File: src/hdl/mdct_pkg.sv
// ----------------------------------------------------------------------------
// mdct_pkg
// Shared constants, types and the quarter-wave cosine table of the MDCT block.
// ----------------------------------------------------------------------------
package mdct_pkg;

  localparam int FRAME_LEN  = 128;
  localparam int COEF_BITS  = 16;
  localparam int HALF_LEN   = FRAME_LEN / 2;

  localparam int SAMPLE_W   = 16;
  localparam int COEF_OUT_W = 23;
  localparam int BIN_OUT_W  = 6;
  localparam int ACC_W      = 40;
  localparam int PROD_W     = SAMPLE_W + COEF_BITS;

  localparam int IDX_W      = $clog2(FRAME_LEN);
  localparam int BIN_W      = $clog2(HALF_LEN);
  localparam int ROM_AW     = $clog2(FRAME_LEN + 1);
  localparam int SCALE_SH   = 31 - COEF_BITS;

  localparam longint          Q30_ONE     = 64'sd1073741824;
  localparam longint unsigned HALF_PI_Q30 = 64'd1686629713;

  localparam logic signed [ACC_W-1:0] OUT_MAX =
    ACC_W'((longint'(1) <<< (COEF_OUT_W - 1)) - 1);
  localparam logic signed [ACC_W-1:0] OUT_MIN =
    ACC_W'(-(longint'(1) <<< (COEF_OUT_W - 1)));

  // table position modulo 4*FRAME_LEN, kept as quadrant and offset
  typedef struct packed {
    logic [1:0]       q;
    logic [IDX_W-1:0] r;
  } phase_t;

  localparam phase_t PH_START0    = '{q: 2'd0, r: IDX_W'(HALF_LEN + 1)};
  localparam phase_t PH_START_INC = '{q: 2'd1, r: IDX_W'(2)};
  localparam phase_t PH_STEP0     = '{q: 2'd0, r: IDX_W'(2)};
  localparam phase_t PH_STEP_INC  = '{q: 2'd0, r: IDX_W'(4)};

  typedef struct packed {
    logic             wr_en;
    logic             issue;
    logic [IDX_W-1:0] addr;
    logic             bin_init;
    logic             mac_start;
    logic             bin_next;
    logic             out_load;
    logic [BIN_W-1:0] bin;
    logic             last;
  } dp_cmd_t;

  typedef struct packed {
    logic pipe_busy;
    logic out_free;
  } dp_sts_t;

  typedef logic signed [COEF_BITS-1:0] cos_val_t;
  typedef cos_val_t cos_rom_t [FRAME_LEN + 1];

  function automatic phase_t ph_add(phase_t a, phase_t b);
    logic [IDX_W:0] sum;
    logic           carry;
    phase_t         res;
    sum   = {1'b0, a.r} + {1'b0, b.r};
    carry = (sum >= (IDX_W + 1)'(FRAME_LEN));
    res.r = carry ? IDX_W'(sum - (IDX_W + 1)'(FRAME_LEN)) : sum[IDX_W-1:0];
    res.q = a.q + b.q + {1'b0, carry};
    return res;
  endfunction

  function automatic cos_rom_t build_cos_rom();
    cos_rom_t        rom;
    longint unsigned a;
    longint          a2;
    longint          t;
    longint          mag;
    longint          rnd;
    logic            neg;
    for (int m = 0; m <= FRAME_LEN; m++) begin
      if (m == 0) begin
        t = Q30_ONE;
      end else if (m == FRAME_LEN) begin
        t = 0;
      end else begin
        a  = (HALF_PI_Q30 * longint'(unsigned'(m))) / FRAME_LEN;
        a2 = longint'((a * a) >> 30);
        t  = Q30_ONE;
        t  = Q30_ONE - ((a2 * t) / Q30_ONE) / 182;
        t  = Q30_ONE - ((a2 * t) / Q30_ONE) / 132;
        t  = Q30_ONE - ((a2 * t) / Q30_ONE) / 90;
        t  = Q30_ONE - ((a2 * t) / Q30_ONE) / 56;
        t  = Q30_ONE - ((a2 * t) / Q30_ONE) / 30;
        t  = Q30_ONE - ((a2 * t) / Q30_ONE) / 12;
        t  = Q30_ONE - ((a2 * t) / Q30_ONE) / 2;
      end
      neg = (t < 0);
      mag = neg ? -t : t;
      rnd = (mag + (longint'(1) <<< (SCALE_SH - 1))) >>> SCALE_SH;
      if (rnd > (longint'(1) <<< (COEF_BITS - 1)) - 1) begin
        rnd = (longint'(1) <<< (COEF_BITS - 1)) - 1;
      end
      rom[m] = COEF_BITS'(neg ? -rnd : rnd);
    end
    return rom;
  endfunction

  localparam cos_rom_t COS_ROM = build_cos_rom();

endpackage

File: src/hdl/mdct_if.sv
// ----------------------------------------------------------------------------
// mdct_if
// Valid/ready channels for samples in and coefficients out.
// ----------------------------------------------------------------------------
interface mdct_in_if;
  logic                                  valid;
  logic                                  ready;
  logic signed [mdct_pkg::SAMPLE_W-1:0]  sample;

  modport source (output valid, output sample, input ready);
  modport sink   (input valid, input sample, output ready);
endinterface

interface mdct_out_if;
  logic                                   valid;
  logic                                   ready;
  logic signed [mdct_pkg::COEF_OUT_W-1:0] coefficient;
  logic [mdct_pkg::BIN_OUT_W-1:0]         bin_index;
  logic                                   last_bin;

  modport source (output valid, output coefficient, output bin_index, output last_bin,
                  input ready);
  modport sink   (input valid, input coefficient, input bin_index, input last_bin,
                  output ready);
endinterface

File: src/hdl/mdct_ctrl.sv
// ----------------------------------------------------------------------------
// mdct_ctrl
// Frame sequencer: fills the buffer, then runs one MAC pass per bin.
// ----------------------------------------------------------------------------
module mdct_ctrl (
  input  logic              clk,
  input  logic              rst_n,
  input  logic              in_valid,
  output logic              in_ready,
  output mdct_pkg::dp_cmd_t cmd,
  input  mdct_pkg::dp_sts_t sts
);
  import mdct_pkg::*;

  localparam logic [1:0] S_FILL  = 2'd0;
  localparam logic [1:0] S_START = 2'd1;
  localparam logic [1:0] S_MAC   = 2'd2;
  localparam logic [1:0] S_WAIT  = 2'd3;

  logic [1:0]       state_r, state_nxt;
  logic [IDX_W-1:0] idx_r, idx_nxt;
  logic [BIN_W-1:0] bin_r, bin_nxt;
  logic             idx_last;

  assign in_ready = (state_r == S_FILL);
  assign idx_last = (idx_r == IDX_W'(FRAME_LEN - 1));

  always_comb begin
    cmd       = '0;
    cmd.addr  = idx_r;
    cmd.bin   = bin_r;
    cmd.last  = (bin_r == BIN_W'(HALF_LEN - 1));
    state_nxt = state_r;
    idx_nxt   = idx_r;
    bin_nxt   = bin_r;
    unique case (state_r)
      S_FILL: begin
        if (in_valid) begin
          cmd.wr_en = 1'b1;
          if (idx_last) begin
            idx_nxt      = '0;
            bin_nxt      = '0;
            cmd.bin_init = 1'b1;
            state_nxt    = S_START;
          end else begin
            idx_nxt = idx_r + IDX_W'(1);
          end
        end
      end
      S_START: begin
        cmd.mac_start = 1'b1;
        state_nxt     = S_MAC;
      end
      S_MAC: begin
        cmd.issue = 1'b1;
        if (idx_last) begin
          idx_nxt   = '0;
          state_nxt = S_WAIT;
        end else begin
          idx_nxt = idx_r + IDX_W'(1);
        end
      end
      S_WAIT: begin
        if (!sts.pipe_busy && sts.out_free) begin
          cmd.out_load = 1'b1;
          cmd.bin_next = 1'b1;
          if (cmd.last) begin
            state_nxt = S_FILL;
          end else begin
            bin_nxt   = bin_r + BIN_W'(1);
            state_nxt = S_START;
          end
        end
      end
      default: state_nxt = S_FILL;
    endcase
  end

  always_ff @(posedge clk) begin
    if (!rst_n) begin
      state_r <= S_FILL;
      idx_r   <= '0;
      bin_r   <= '0;
    end else begin
      state_r <= state_nxt;
      idx_r   <= idx_nxt;
      bin_r   <= bin_nxt;
    end
  end

  a_fill_to_start: assert property (@(posedge clk) disable iff (!rst_n)
    in_valid && in_ready && idx_last |=> state_r == S_START && bin_r == '0)
    else $error("full frame did not start a MAC pass");

  a_start_issues: assert property (@(posedge clk) disable iff (!rst_n)
    cmd.mac_start |=> cmd.issue && idx_r == '0)
    else $error("MAC pass did not begin at sample zero");

  a_last_to_fill: assert property (@(posedge clk) disable iff (!rst_n)
    cmd.out_load && cmd.last |=> state_r == S_FILL && idx_r == '0)
    else $error("final bin did not return to frame fill");

  a_load_drained: assert property (@(posedge clk) disable iff (!rst_n)
    cmd.out_load |-> !cmd.issue && !sts.pipe_busy)
    else $error("bin result taken before MAC pipeline drained");

endmodule

File: src/hdl/mdct_datapath.sv
// ----------------------------------------------------------------------------
// mdct_datapath
// Frame buffer, cosine phase tracking, one pipelined MAC and the result register.
// ----------------------------------------------------------------------------
module mdct_datapath (
  input  logic                                   clk,
  input  logic                                   rst_n,
  input  mdct_pkg::dp_cmd_t                      cmd,
  output mdct_pkg::dp_sts_t                      sts,
  input  logic signed [mdct_pkg::SAMPLE_W-1:0]   in_sample,
  output logic                                   out_valid,
  input  logic                                   out_ready,
  output logic signed [mdct_pkg::COEF_OUT_W-1:0] out_coefficient,
  output logic [mdct_pkg::BIN_OUT_W-1:0]         out_bin_index,
  output logic                                   out_last_bin
);
  import mdct_pkg::*;

  logic signed [SAMPLE_W-1:0]   buf_mem [FRAME_LEN];
  logic signed [SAMPLE_W-1:0]   samp_r;
  phase_t                       start_r, step_r, phase_r;
  logic [ROM_AW-1:0]            rom_addr;
  logic                         cos_neg;
  cos_val_t                     cos_val, cos_r;
  logic signed [PROD_W-1:0]     prod_r;
  logic signed [ACC_W-1:0]      acc_r, acc_sh, coef_sat;
  logic                         v1_r, v2_r, out_valid_r;
  logic signed [COEF_OUT_W-1:0] coef_r;
  logic [BIN_OUT_W-1:0]         bin_r;
  logic                         last_r;

  assign rom_addr = phase_r.q[0] ? ROM_AW'(FRAME_LEN) - ROM_AW'(phase_r.r)
                                 : ROM_AW'(phase_r.r);
  assign cos_neg  = phase_r.q[1] ^ phase_r.q[0];
  assign cos_val  = COS_ROM[rom_addr];

  assign acc_sh   = acc_r >>> (COEF_BITS - 1);
  assign coef_sat = (acc_sh > OUT_MAX) ? OUT_MAX :
                    (acc_sh < OUT_MIN) ? OUT_MIN : acc_sh;

  assign sts.pipe_busy = v1_r | v2_r;
  assign sts.out_free  = !out_valid_r || out_ready;

  assign out_valid       = out_valid_r;
  assign out_coefficient = coef_r;
  assign out_bin_index   = bin_r;
  assign out_last_bin    = last_r;

  always_ff @(posedge clk) begin
    if (cmd.wr_en) begin
      buf_mem[cmd.addr] <= in_sample;
    end
    if (cmd.issue) begin
      samp_r <= buf_mem[cmd.addr];
    end
  end

  always_ff @(posedge clk) begin
    if (cmd.bin_init) begin
      start_r <= PH_START0;
      step_r  <= PH_STEP0;
    end else if (cmd.bin_next) begin
      start_r <= ph_add(start_r, PH_START_INC);
      step_r  <= ph_add(step_r, PH_STEP_INC);
    end
    if (cmd.mac_start) begin
      phase_r <= start_r;
    end else if (cmd.issue) begin
      phase_r <= ph_add(phase_r, step_r);
    end
    if (cmd.issue) begin
      cos_r <= cos_neg ? -cos_val : cos_val;
    end
    prod_r <= samp_r * cos_r;
    if (cmd.out_load) begin
      coef_r <= coef_sat[COEF_OUT_W-1:0];
      bin_r  <= BIN_OUT_W'(cmd.bin);
      last_r <= cmd.last;
    end
  end

  always_ff @(posedge clk) begin
    if (!rst_n) begin
      v1_r        <= 1'b0;
      v2_r        <= 1'b0;
      acc_r       <= '0;
      out_valid_r <= 1'b0;
    end else begin
      v1_r <= cmd.issue;
      v2_r <= v1_r;
      if (cmd.mac_start) begin
        acc_r <= '0;
      end else if (v2_r) begin
        acc_r <= acc_r + ACC_W'(prod_r);
      end
      if (cmd.out_load) begin
        out_valid_r <= 1'b1;
      end else if (out_ready) begin
        out_valid_r <= 1'b0;
      end
    end
  end

  a_acc_clear: assert property (@(posedge clk) disable iff (!rst_n)
    cmd.mac_start |=> acc_r == '0 && !v2_r)
    else $error("accumulator not cleared at start of bin");

  a_phase_range: assert property (@(posedge clk) disable iff (!rst_n)
    cmd.issue |-> {1'b0, phase_r.r} < (IDX_W + 1)'(FRAME_LEN))
    else $error("cosine phase offset out of range");

  a_load_visible: assert property (@(posedge clk) disable iff (!rst_n)
    cmd.out_load |=> out_valid && out_bin_index == BIN_OUT_W'($past(cmd.bin)))
    else $error("loaded coefficient not presented");

endmodule

File: src/hdl/mdct_frame_transform.sv
// ----------------------------------------------------------------------------
// mdct_frame_transform
// MDCT of one frame of Q1.15 samples into FRAME_LEN/2 saturated coefficients.
// ----------------------------------------------------------------------------
// Usage:
//   in_chan  : one signed 16-bit sample per transfer, frame order. Samples are
//              taken only while the frame buffer fills; ready drops during the
//              transform of a full frame.
//   out_chan : FRAME_LEN/2 transfers per frame, bins 0 upward, each with its
//              bin index; last_bin marks the final bin of the frame.
//   Timing   : after the last sample of a frame the bins are computed in
//              order, one multiply-accumulate pass over the frame per bin.
//   Rate     : set by the single multiply-accumulate unit doing one product
//              per cycle during a pass; between bins it waits until the
//              output register is free.
//   Stall    : a coefficient holds in the output register until taken; the
//              next bin is computed meanwhile and waits for the register to
//              free up. Filling of the next frame overlaps the final transfer.
//   Reset    : rst_n (synchronous, active low) empties the frame buffer count
//              and drops out valid; a new frame starts with the next sample.
// ----------------------------------------------------------------------------
module mdct_frame_transform (
  input  logic       clk,
  input  logic       rst_n,
  mdct_in_if.sink    in_chan,
  mdct_out_if.source out_chan
);
  import mdct_pkg::*;

  dp_cmd_t cmd;
  dp_sts_t sts;

  mdct_ctrl u_ctrl (
    .clk      (clk),
    .rst_n    (rst_n),
    .in_valid (in_chan.valid),
    .in_ready (in_chan.ready),
    .cmd      (cmd),
    .sts      (sts)
  );

  mdct_datapath u_datapath (
    .clk             (clk),
    .rst_n           (rst_n),
    .cmd             (cmd),
    .sts             (sts),
    .in_sample       (in_chan.sample),
    .out_valid       (out_chan.valid),
    .out_ready       (out_chan.ready),
    .out_coefficient (out_chan.coefficient),
    .out_bin_index   (out_chan.bin_index),
    .out_last_bin    (out_chan.last_bin)
  );

endmodule

File: src/flat_wrapper.sv
// flat-port wrapper written by rule: the top's interface ports become plain ports
module mdct_frame_transform_flat import mdct_pkg::*;
  (clk, rst_n, in_chan_valid, in_chan_sample, in_chan_ready, out_chan_valid, out_chan_coefficient, out_chan_bin_index, out_chan_last_bin, out_chan_ready);
  mdct_in_if in_chan_i ();
  mdct_out_if out_chan_i ();
  input  logic clk;
  input  logic rst_n;
  input wire logic [$bits(in_chan_i.valid)-1:0] in_chan_valid;
  input wire logic [$bits(in_chan_i.sample)-1:0] in_chan_sample;
  output wire logic [$bits(in_chan_i.ready)-1:0] in_chan_ready;
  output wire logic [$bits(out_chan_i.valid)-1:0] out_chan_valid;
  output wire logic [$bits(out_chan_i.coefficient)-1:0] out_chan_coefficient;
  output wire logic [$bits(out_chan_i.bin_index)-1:0] out_chan_bin_index;
  output wire logic [$bits(out_chan_i.last_bin)-1:0] out_chan_last_bin;
  input wire logic [$bits(out_chan_i.ready)-1:0] out_chan_ready;
  assign in_chan_i.valid = in_chan_valid;
  assign in_chan_i.sample = in_chan_sample;
  assign in_chan_ready = in_chan_i.ready;
  assign out_chan_valid = out_chan_i.valid;
  assign out_chan_coefficient = out_chan_i.coefficient;
  assign out_chan_bin_index = out_chan_i.bin_index;
  assign out_chan_last_bin = out_chan_i.last_bin;
  assign out_chan_i.ready = out_chan_ready;
  mdct_frame_transform u_core (.clk(clk), .rst_n(rst_n), .in_chan(in_chan_i), .out_chan(out_chan_i));
endmodule
File: config.mk
export PLATFORM = sky130hd
export DESIGN_NAME = mdct_frame_transform_flat
export DESIGN_NICKNAME = d
export VERILOG_FILES = /design/src/hdl/mdct_pkg.sv /design/src/hdl/mdct_if.sv /design/src/hdl/mdct_ctrl.sv /design/src/hdl/mdct_datapath.sv /design/src/hdl/mdct_frame_transform.sv /design/src/flat_wrapper.sv
export SDC_FILE = /design/constraint.sdc
export NUM_CORES = 2
export LEC_CHECK = 0
export BUFFER_PORTS_ARGS = -buffer_cell sky130_fd_sc_hd__buf_4
export CORE_ASPECT_RATIO = 1.25
export CORE_MARGIN = 8
export CORE_UTILIZATION = 45
export DETAILED_ROUTE_END_ITERATION = 10
export GPL_TIMING_DRIVEN = 0
export HOLD_SLACK_MARGIN = 0.15
export PLACE_DENSITY = 0.57
export SLEW_MARGIN = 20
export SYNTH_ARGS = -nofsm -noshare
export SYNTH_HDL_FRONTEND = slang
export SYNTH_HIERARCHICAL = 1
export SYNTH_SLANG_ARGS = --single-unit
File: constraint.sdc
create_clock -name clk -period 6.5 [get_ports clk]
set_clock_uncertainty 0.1 [all_clocks]
set_input_delay 1.3 -clock clk [delete_from_list [all_inputs] [get_ports clk]]
set_output_delay 1.3 -clock clk [all_outputs]
set_load 0.005 [all_outputs]
# Word level (Yosys, flattened, before mapping)

Memory sizes are Yosys's and may differ from the RTL's. A register that Yosys moved wholly into a read port is not among the register bits.
Index checks and enable logic that the tools add are counted.

Memory bits (read-only): 4096
Memory bits (writable): 2048
Logic and storage cells: 107
Flip-flop bits (word level): 163
Memories kept: 2
Bits of input ports: 20

$add $sub $neg: 16
$mul: 1
Equal/unequal tests: 10
Bitwise operators: 4
Magnitude comparators: 6
Reduce and logical (&&, ||, !) cells: 13
Mux-type cells: 37

Memories:

| name                      | depth | width | read ports | clocked after memory_dff | wr ports | line                | text |
|---|---|---|---|---|---|---|---|
| (no name shown)           | 256   | 16    | 1          | 0                        | 0        | mdct_datapath.sv:35 | `assign cos_val = COS_ROM[rom_addr];` |
| u_core.u_datapath.buf_mem | 128   | 16    | 1          | 1                        | 1        | mdct_datapath.sv:19 | `logic signed [SAMPLE_W-1:0] buf_mem [FRAME_LEN];` |

Operator list:

| cell                   | count |
|---|---|
| $mux W16               | 3 |
| $add A40 B32 Y40       | 1 |
| $mux W7                | 5 |
| $mul A16 B16 Y32       | 1 |
| $gt A25 B23 Y1 const B | 1 |
| $lt A25 B23 Y1 const B | 1 |
| $ge A8 B8 Y1 const B   | 3 |
| $mux W6                | 4 |
| $mux W23               | 1 |
| $sub A7 B1 Y7 const B  | 3 |
| $mux W9                | 2 |
| $neg A16 Y16           | 1 |
| $pmux W7 S2            | 1 |
| $mux W1                | 12 |
| $mux W2                | 6 |
| $pmux W6 S2            | 1 |
| $ge A9 B9 Y1 const B   | 1 |
| $not A8 Y9             | 1 |
| $add A7 B2 Y8 const B  | 1 |
| $add A7 B3 Y8 const B  | 1 |
| $add A7 B7 Y8          | 1 |
| $mux W8                | 1 |
| $ne A2 B2 Y1 const B   | 4 |
| $pmux W2 S4            | 1 |
| other kinds (23)       | 30 |

# Depth between registers and ports, before layout

Depth after elaboration: 8
Depth in mapped cells: 24

# Modules after synthesis

The synthesis kept the hierarchy.

By module, submodules not included:

| module        | cells an instance | area an instance (sq um) | sequential area each (sq um) | instances |
|---|---|---|---|---|
| mdct_datapath | 6124              | 94406.8                  | 65402.7                      | 1 |
| mdct_ctrl     | 110               | 932.1                    | 300.3                        | 1 |

# Worst setup path after synthesis

OpenSTA, ideal clock, no wires.

Kind: register -> register
Start point: register u_core.u_datapath.samp_r[11] (read register of u_core.u_datapath.buf_mem)
End point: register u_core.u_datapath.prod_r[30]
Stages on the path, launching flop included: 21
Arrival: 5.823 ns
Data required time: 6.328 ns
Path slack: 0.505 ns
Path through: edfxtp_1 > clkbuf_1 > nand2_1 > fa_1 > fa_1 > fa_1 > inv_1 > fa_1 > fa_1 > inv_1 > fa_1 > inv_1 > ha_1 > clkbuf_1 > nand4_1 > o31ai_1 > a21oi_1 > o311ai_0 > a31oi_1 > o21ai_0 > xor2_1

Cells in the longest elaborated chain, start to end: 1

Ends and longest elaborated chain:

| element              | line                | text |
|---|---|---|
| start, declared      | mdct_datapath.sv:20 | `logic signed [SAMPLE_W-1:0] samp_r;` |
| $mul A16 B16 Y32     | mdct_datapath.sv:74 | `prod_r <= samp_r * cos_r;` |
| end signal, assigned | mdct_datapath.sv:74 |  |
| end, declared        | mdct_datapath.sv:25 | `logic signed [PROD_W-1:0] prod_r;` |

No other way between the ends.
A chain may end at the register's enable or synchronous reset.

# Worst setup path in the final report

Start point: register u_core.u_ctrl.idx_r[1]
End point: memory u_core.u_datapath.buf_mem[22][6] (enable)

RTL lines:

| element                | line                | text |
|---|---|---|
| start, declared        | mdct_ctrl.sv:21     | `logic [IDX_W-1:0] idx_r, idx_nxt;` |
| start signal, assigned | mdct_ctrl.sv:86     | `idx_r <= idx_nxt;` |
| end, declared          | mdct_datapath.sv:19 |  |

Straight into the memory's write port.

==> flow_summary.toml <==
[worst_setup_path]
crit_buf_inv = 7
crit_slowest_cell = "nor2_4"
rrSetupSlack_ps = -370
slowest_delay_ps = 970
crit_type = "flip-flop to flip-flop"
cp-end-kind = "flip-flop"
cp_max_fo = 10
crit_chain = "nor2b_4 -> and2_1 -> buf_2 -> buf_2 -> buf_2 -> buf_2 -> buf_2 -> nand2_1 -> clkbuf_2 -> nor2_4 -> buf_16"
cp.required_ps = 6970
cp-start-kind = "flip-flop"
cpMostUsedCell = "buf_2"
critPathArrivalTime_ps = 7340
path_delay_family = "buffers and inverters"

[run_status]
outcome = "finished, violations left"
violations = "negative setup slack"

[drt]
via_count = 67900
initialDrtViolationCount = 11980
drtAntennaViolNets = 0
wirelength_mm = 417.9
wl_per_cell_um = 43.09
via_per_inst = 7.000
drc_errors = 0
drt-pass1-iter-count = 8

[grt]
overflow = 0
grt_pass1_vias = 63120
grt_first_pass_wirelength_mm = 548.4
track_usage_pct = 35.82
grt_max_degree = 129
antenna_found_initial = 31

[synthesis]
syn_nets = 6673
synth_area_leaders = "edfxtp_1, fa_1, a22oi_1"
yosysSeqAreaShare_pct = 68.92
synth_top_area_share_pct = 66.71
synthDistinctLibCells = 90
syn_inst = 6234
yosys.area.top_type = "edfxtp_1"
synth-async-reset-ratio_pct = 0
ys_warn_count = 6
ys.flop_type = "edfxtp_1"
syn_avg_cell_area_um2 = 15.29
syn-cell-area_mm2 = 0.09534
synth-edff-count = 2118
synth-seq-cells = 2223

[sta]
fmax_mhz = 145.6
relSlewSlack_pct = 6.543
setup_slack_ps = -369.6
finalSetupViolations = 285
worst_pin_slew_ps = 1402
rsz0062_at_grt = "yes"
fin_crit_sh_pct = 105.7
timing.final.max_slew_violations = 0
post-route-min-period_ps = 6870
hold_viol_final = 0

[finish]
layout-drive-gt1-share_pct = 16.66
area_growth_pct = 17.32
final_cell_area_mm2 = 0.1118
num-nets-final = 7162

[placement]
io_buffers = 51
place_area_mm2 = 0.1039
place_congestion = 1.001
hpwl_mm = 277.0
place_ws_ps = -1361

[clock_tree]
clk_pin_slew_ps = 60
root_buffer = "clkbuf_16"
holdBufCountCts = 0
tritoncts = "yes"
cts_max_level = 4
insertion_delay_ps = 890
cts_buffers = 207
cts_sinks = 2223
cts_buffer_depth = 3

[power_and_ir_drop]
power_density_mw_per_mm2 = 261.2
vdd_drop_max_v = 0.0002474
cellLeakagePower_nw = 37.57

[hold_path]
hp-class = "flip-flop to flip-flop"

[floorplanning]
core_mm2 = 0.2114
ios = 52
num_rows = 189
fp.dieArea_mm2 = 0.2269
die_h_um = 530.6
initial_core_util_pct = 45.10
fp.dieW_um = 427.7

[run]
cap_violations = 0
-- repair_timing --
action                     4_1_cts  5_1_grt
setup endpoints to repair       21        8
pin swaps                       38       38
cloned                           0        0
gates resized for setup        114       41
buffers inserted                54       21
-- logic make-up (layout without fill, tap and decap cells) --
logic type	after synthesis	after routing	synth area share (%)
flip-flops	2223	2223	68.92
AO/OA/AOI/OAI	1627	1627	12.70
AND/OR/NAND/NOR	1050	1050	5.406
buffers and inverters	701	1368	3.060
adder cells (fa/ha/maj)	419	419	7.586
XOR/XNOR	109	109	1.056
multiplexers	105	105	1.281
other	0	30	0
-- sequential cells by signal (all words and copies together) (netlist names) --
register / count
u_core/u_ctrl/bin_r: 6
u_core/u_datapath/out_bin_index: 6
u_core/u_datapath/buf_mem: 2048
u_core/u_datapath/samp_r: 16
u_core/u_ctrl/idx_r: 7
u_core/u_datapath/out_valid: 1
u_core/u_datapath/step_r: 7
u_core/u_datapath/acc_r: 40
u_core/u_datapath/prod_r: 32
u_core/u_datapath/v1_r: 1
u_core/u_datapath/start_r: 8
u_core/u_datapath/phase_r: 8
u_core/u_ctrl/state_r: 2
u_core/u_datapath/out_coefficient: 23
u_core/u_datapath/v2_r: 1
u_core/u_datapath/out_last_bin: 1
u_core/u_datapath/cos_r: 16
-- worst register-to-register path: stages, from the launching register on --
cell	delay (ps)
dfxtp_1	560
nor2b_4	430
and2_1	320
buf_2	420
buf_2	640
buf_2	550
buf_2	620
buf_2	560
nand2_1	520
clkbuf_2	600
nor2_4	980
buf_16	260
-- cells in the final DEF (no fill, tap or decap), types with 38 or more instances in the layout --
master and n:
clkbuf_16 208, xnor2_1 63, ha_1 143, clkinv_2 42
edfxtp_1 2118, clkinv_1 44, dfxtp_1 105, fa_1 255
a22oi_1 673, nor2_1 146, nand3_1 62, o21ai_0 101
nor2_4 124, a41oi_1 50, a22o_1 156, a31oi_1 109
buf_12 46, nand2_1 283, clkbuf_1 127, inv_1 301
buf_6 38, clkbuf_2 62, a21o_1 45, nand4_1 92
and2_1 131, a21oi_1 126, a221oi_1 153, buf_4 125
mux2i_1 59, buf_16 89, buf_2 177
-- through the flow --
step,utilization [%],hold slack [ps],TNS (ps),power (W),cells
after floorplan,-,320.9,0,0.01640,6234
after global placement,46.92,331.4,-1662340,0.01712,9054
after detailed placement,49.13,335.5,-11630,0.01717,9210
after CTS,52.71,350.7,-244.2,0.02911,9649
after global routing,52.87,374.1,-347.4,0.02969,9674
final,52.91,349.9,-26490,0.02921,9700
-- path summary, 6_finish.rpt --
path | start | to | cells after the start
max | u_core/u_ctrl/idx_r[1] | u_core/u_datapath/buf_mem[22][6] | 11
min | u_core/u_datapath/v1_r | u_core/u_datapath/v2_r | 1
min reg2reg | u_core/u_datapath/v1_r | u_core/u_datapath/v2_r | 1
max reg2reg | u_core/u_ctrl/idx_r[1] | u_core/u_datapath/buf_mem[22][6] | 11
-- layout make-up --
type / count / area (µm²)
Antenna cell: 30 / 75.07
Buffer: 381 / 1984
Clock buffer: 254 / 5376
Clock inverter: 133 / 1358
Fill cell: 17220 / 99560
Inverter: 316 / 1186
Multi-Input combinational cell: 3310 / 28090
Sequential cell: 2223 / 65700
Tap cell: 2769 / 3465
Timing Repair Buffer: 284 / 4613
-- where the power goes --
part           leakage (nW)  total, W  internal, W  switching [W]
logic                  14.4   0.00127     0.000248        0.00102
clock network          3.26    0.0123      0.00665        0.00561
registers              19.9    0.0157       0.0157     0.00000585
total                  37.6    0.0292       0.0226        0.00664
-- synth_stat cells (13+ instances only) --
| library cell | instances |
|---|---|
| edfxtp_1 | 2118 |
| a22oi_1 | 673 |
| inv_1 | 313 |
| nand2_1 | 290 |
| nor2_1 | 274 |
| fa_1 | 265 |
| clkbuf_1 | 166 |
| a22o_1 | 156 |
| ha_1 | 154 |
| a221oi_1 | 153 |
| buf_2 | 151 |
| and2_1 | 135 |
| a21oi_1 | 131 |
| a31oi_1 | 110 |
| dfxtp_1 | 105 |
| o21ai_0 | 105 |
| nand4_1 | 92 |
| xnor2_1 | 68 |
| nand3_1 | 64 |
| mux2i_1 | 59 |
| a41oi_1 | 50 |
| buf_1 | 50 |
| a21o_1 | 45 |
| xor2_1 | 37 |
| o211ai_1 | 36 |
| mux2_2 | 34 |
| nor3_1 | 33 |
| a211oi_1 | 29 |
| nor2b_1 | 26 |
| nand2b_1 | 21 |
| nor4_1 | 21 |
| o21bai_1 | 19 |
| nand3b_1 | 17 |
| or4_1 | 17 |
| and3_1 | 13 |
| o2111ai_1 | 13 |
-- per-layer routing --
layer / vias up / wire length [µm] / GRT usage, %
li1: 25430 / - / -
met1: 34640 / 133000 / 41.63
met2: 6110 / 182800 / 54.71
met3: 1716 / 59690 / 12.69
met4: 8 / 42390 / 26.76
met5: - / 58 / 0
Power figures use the tool's default switching activity.
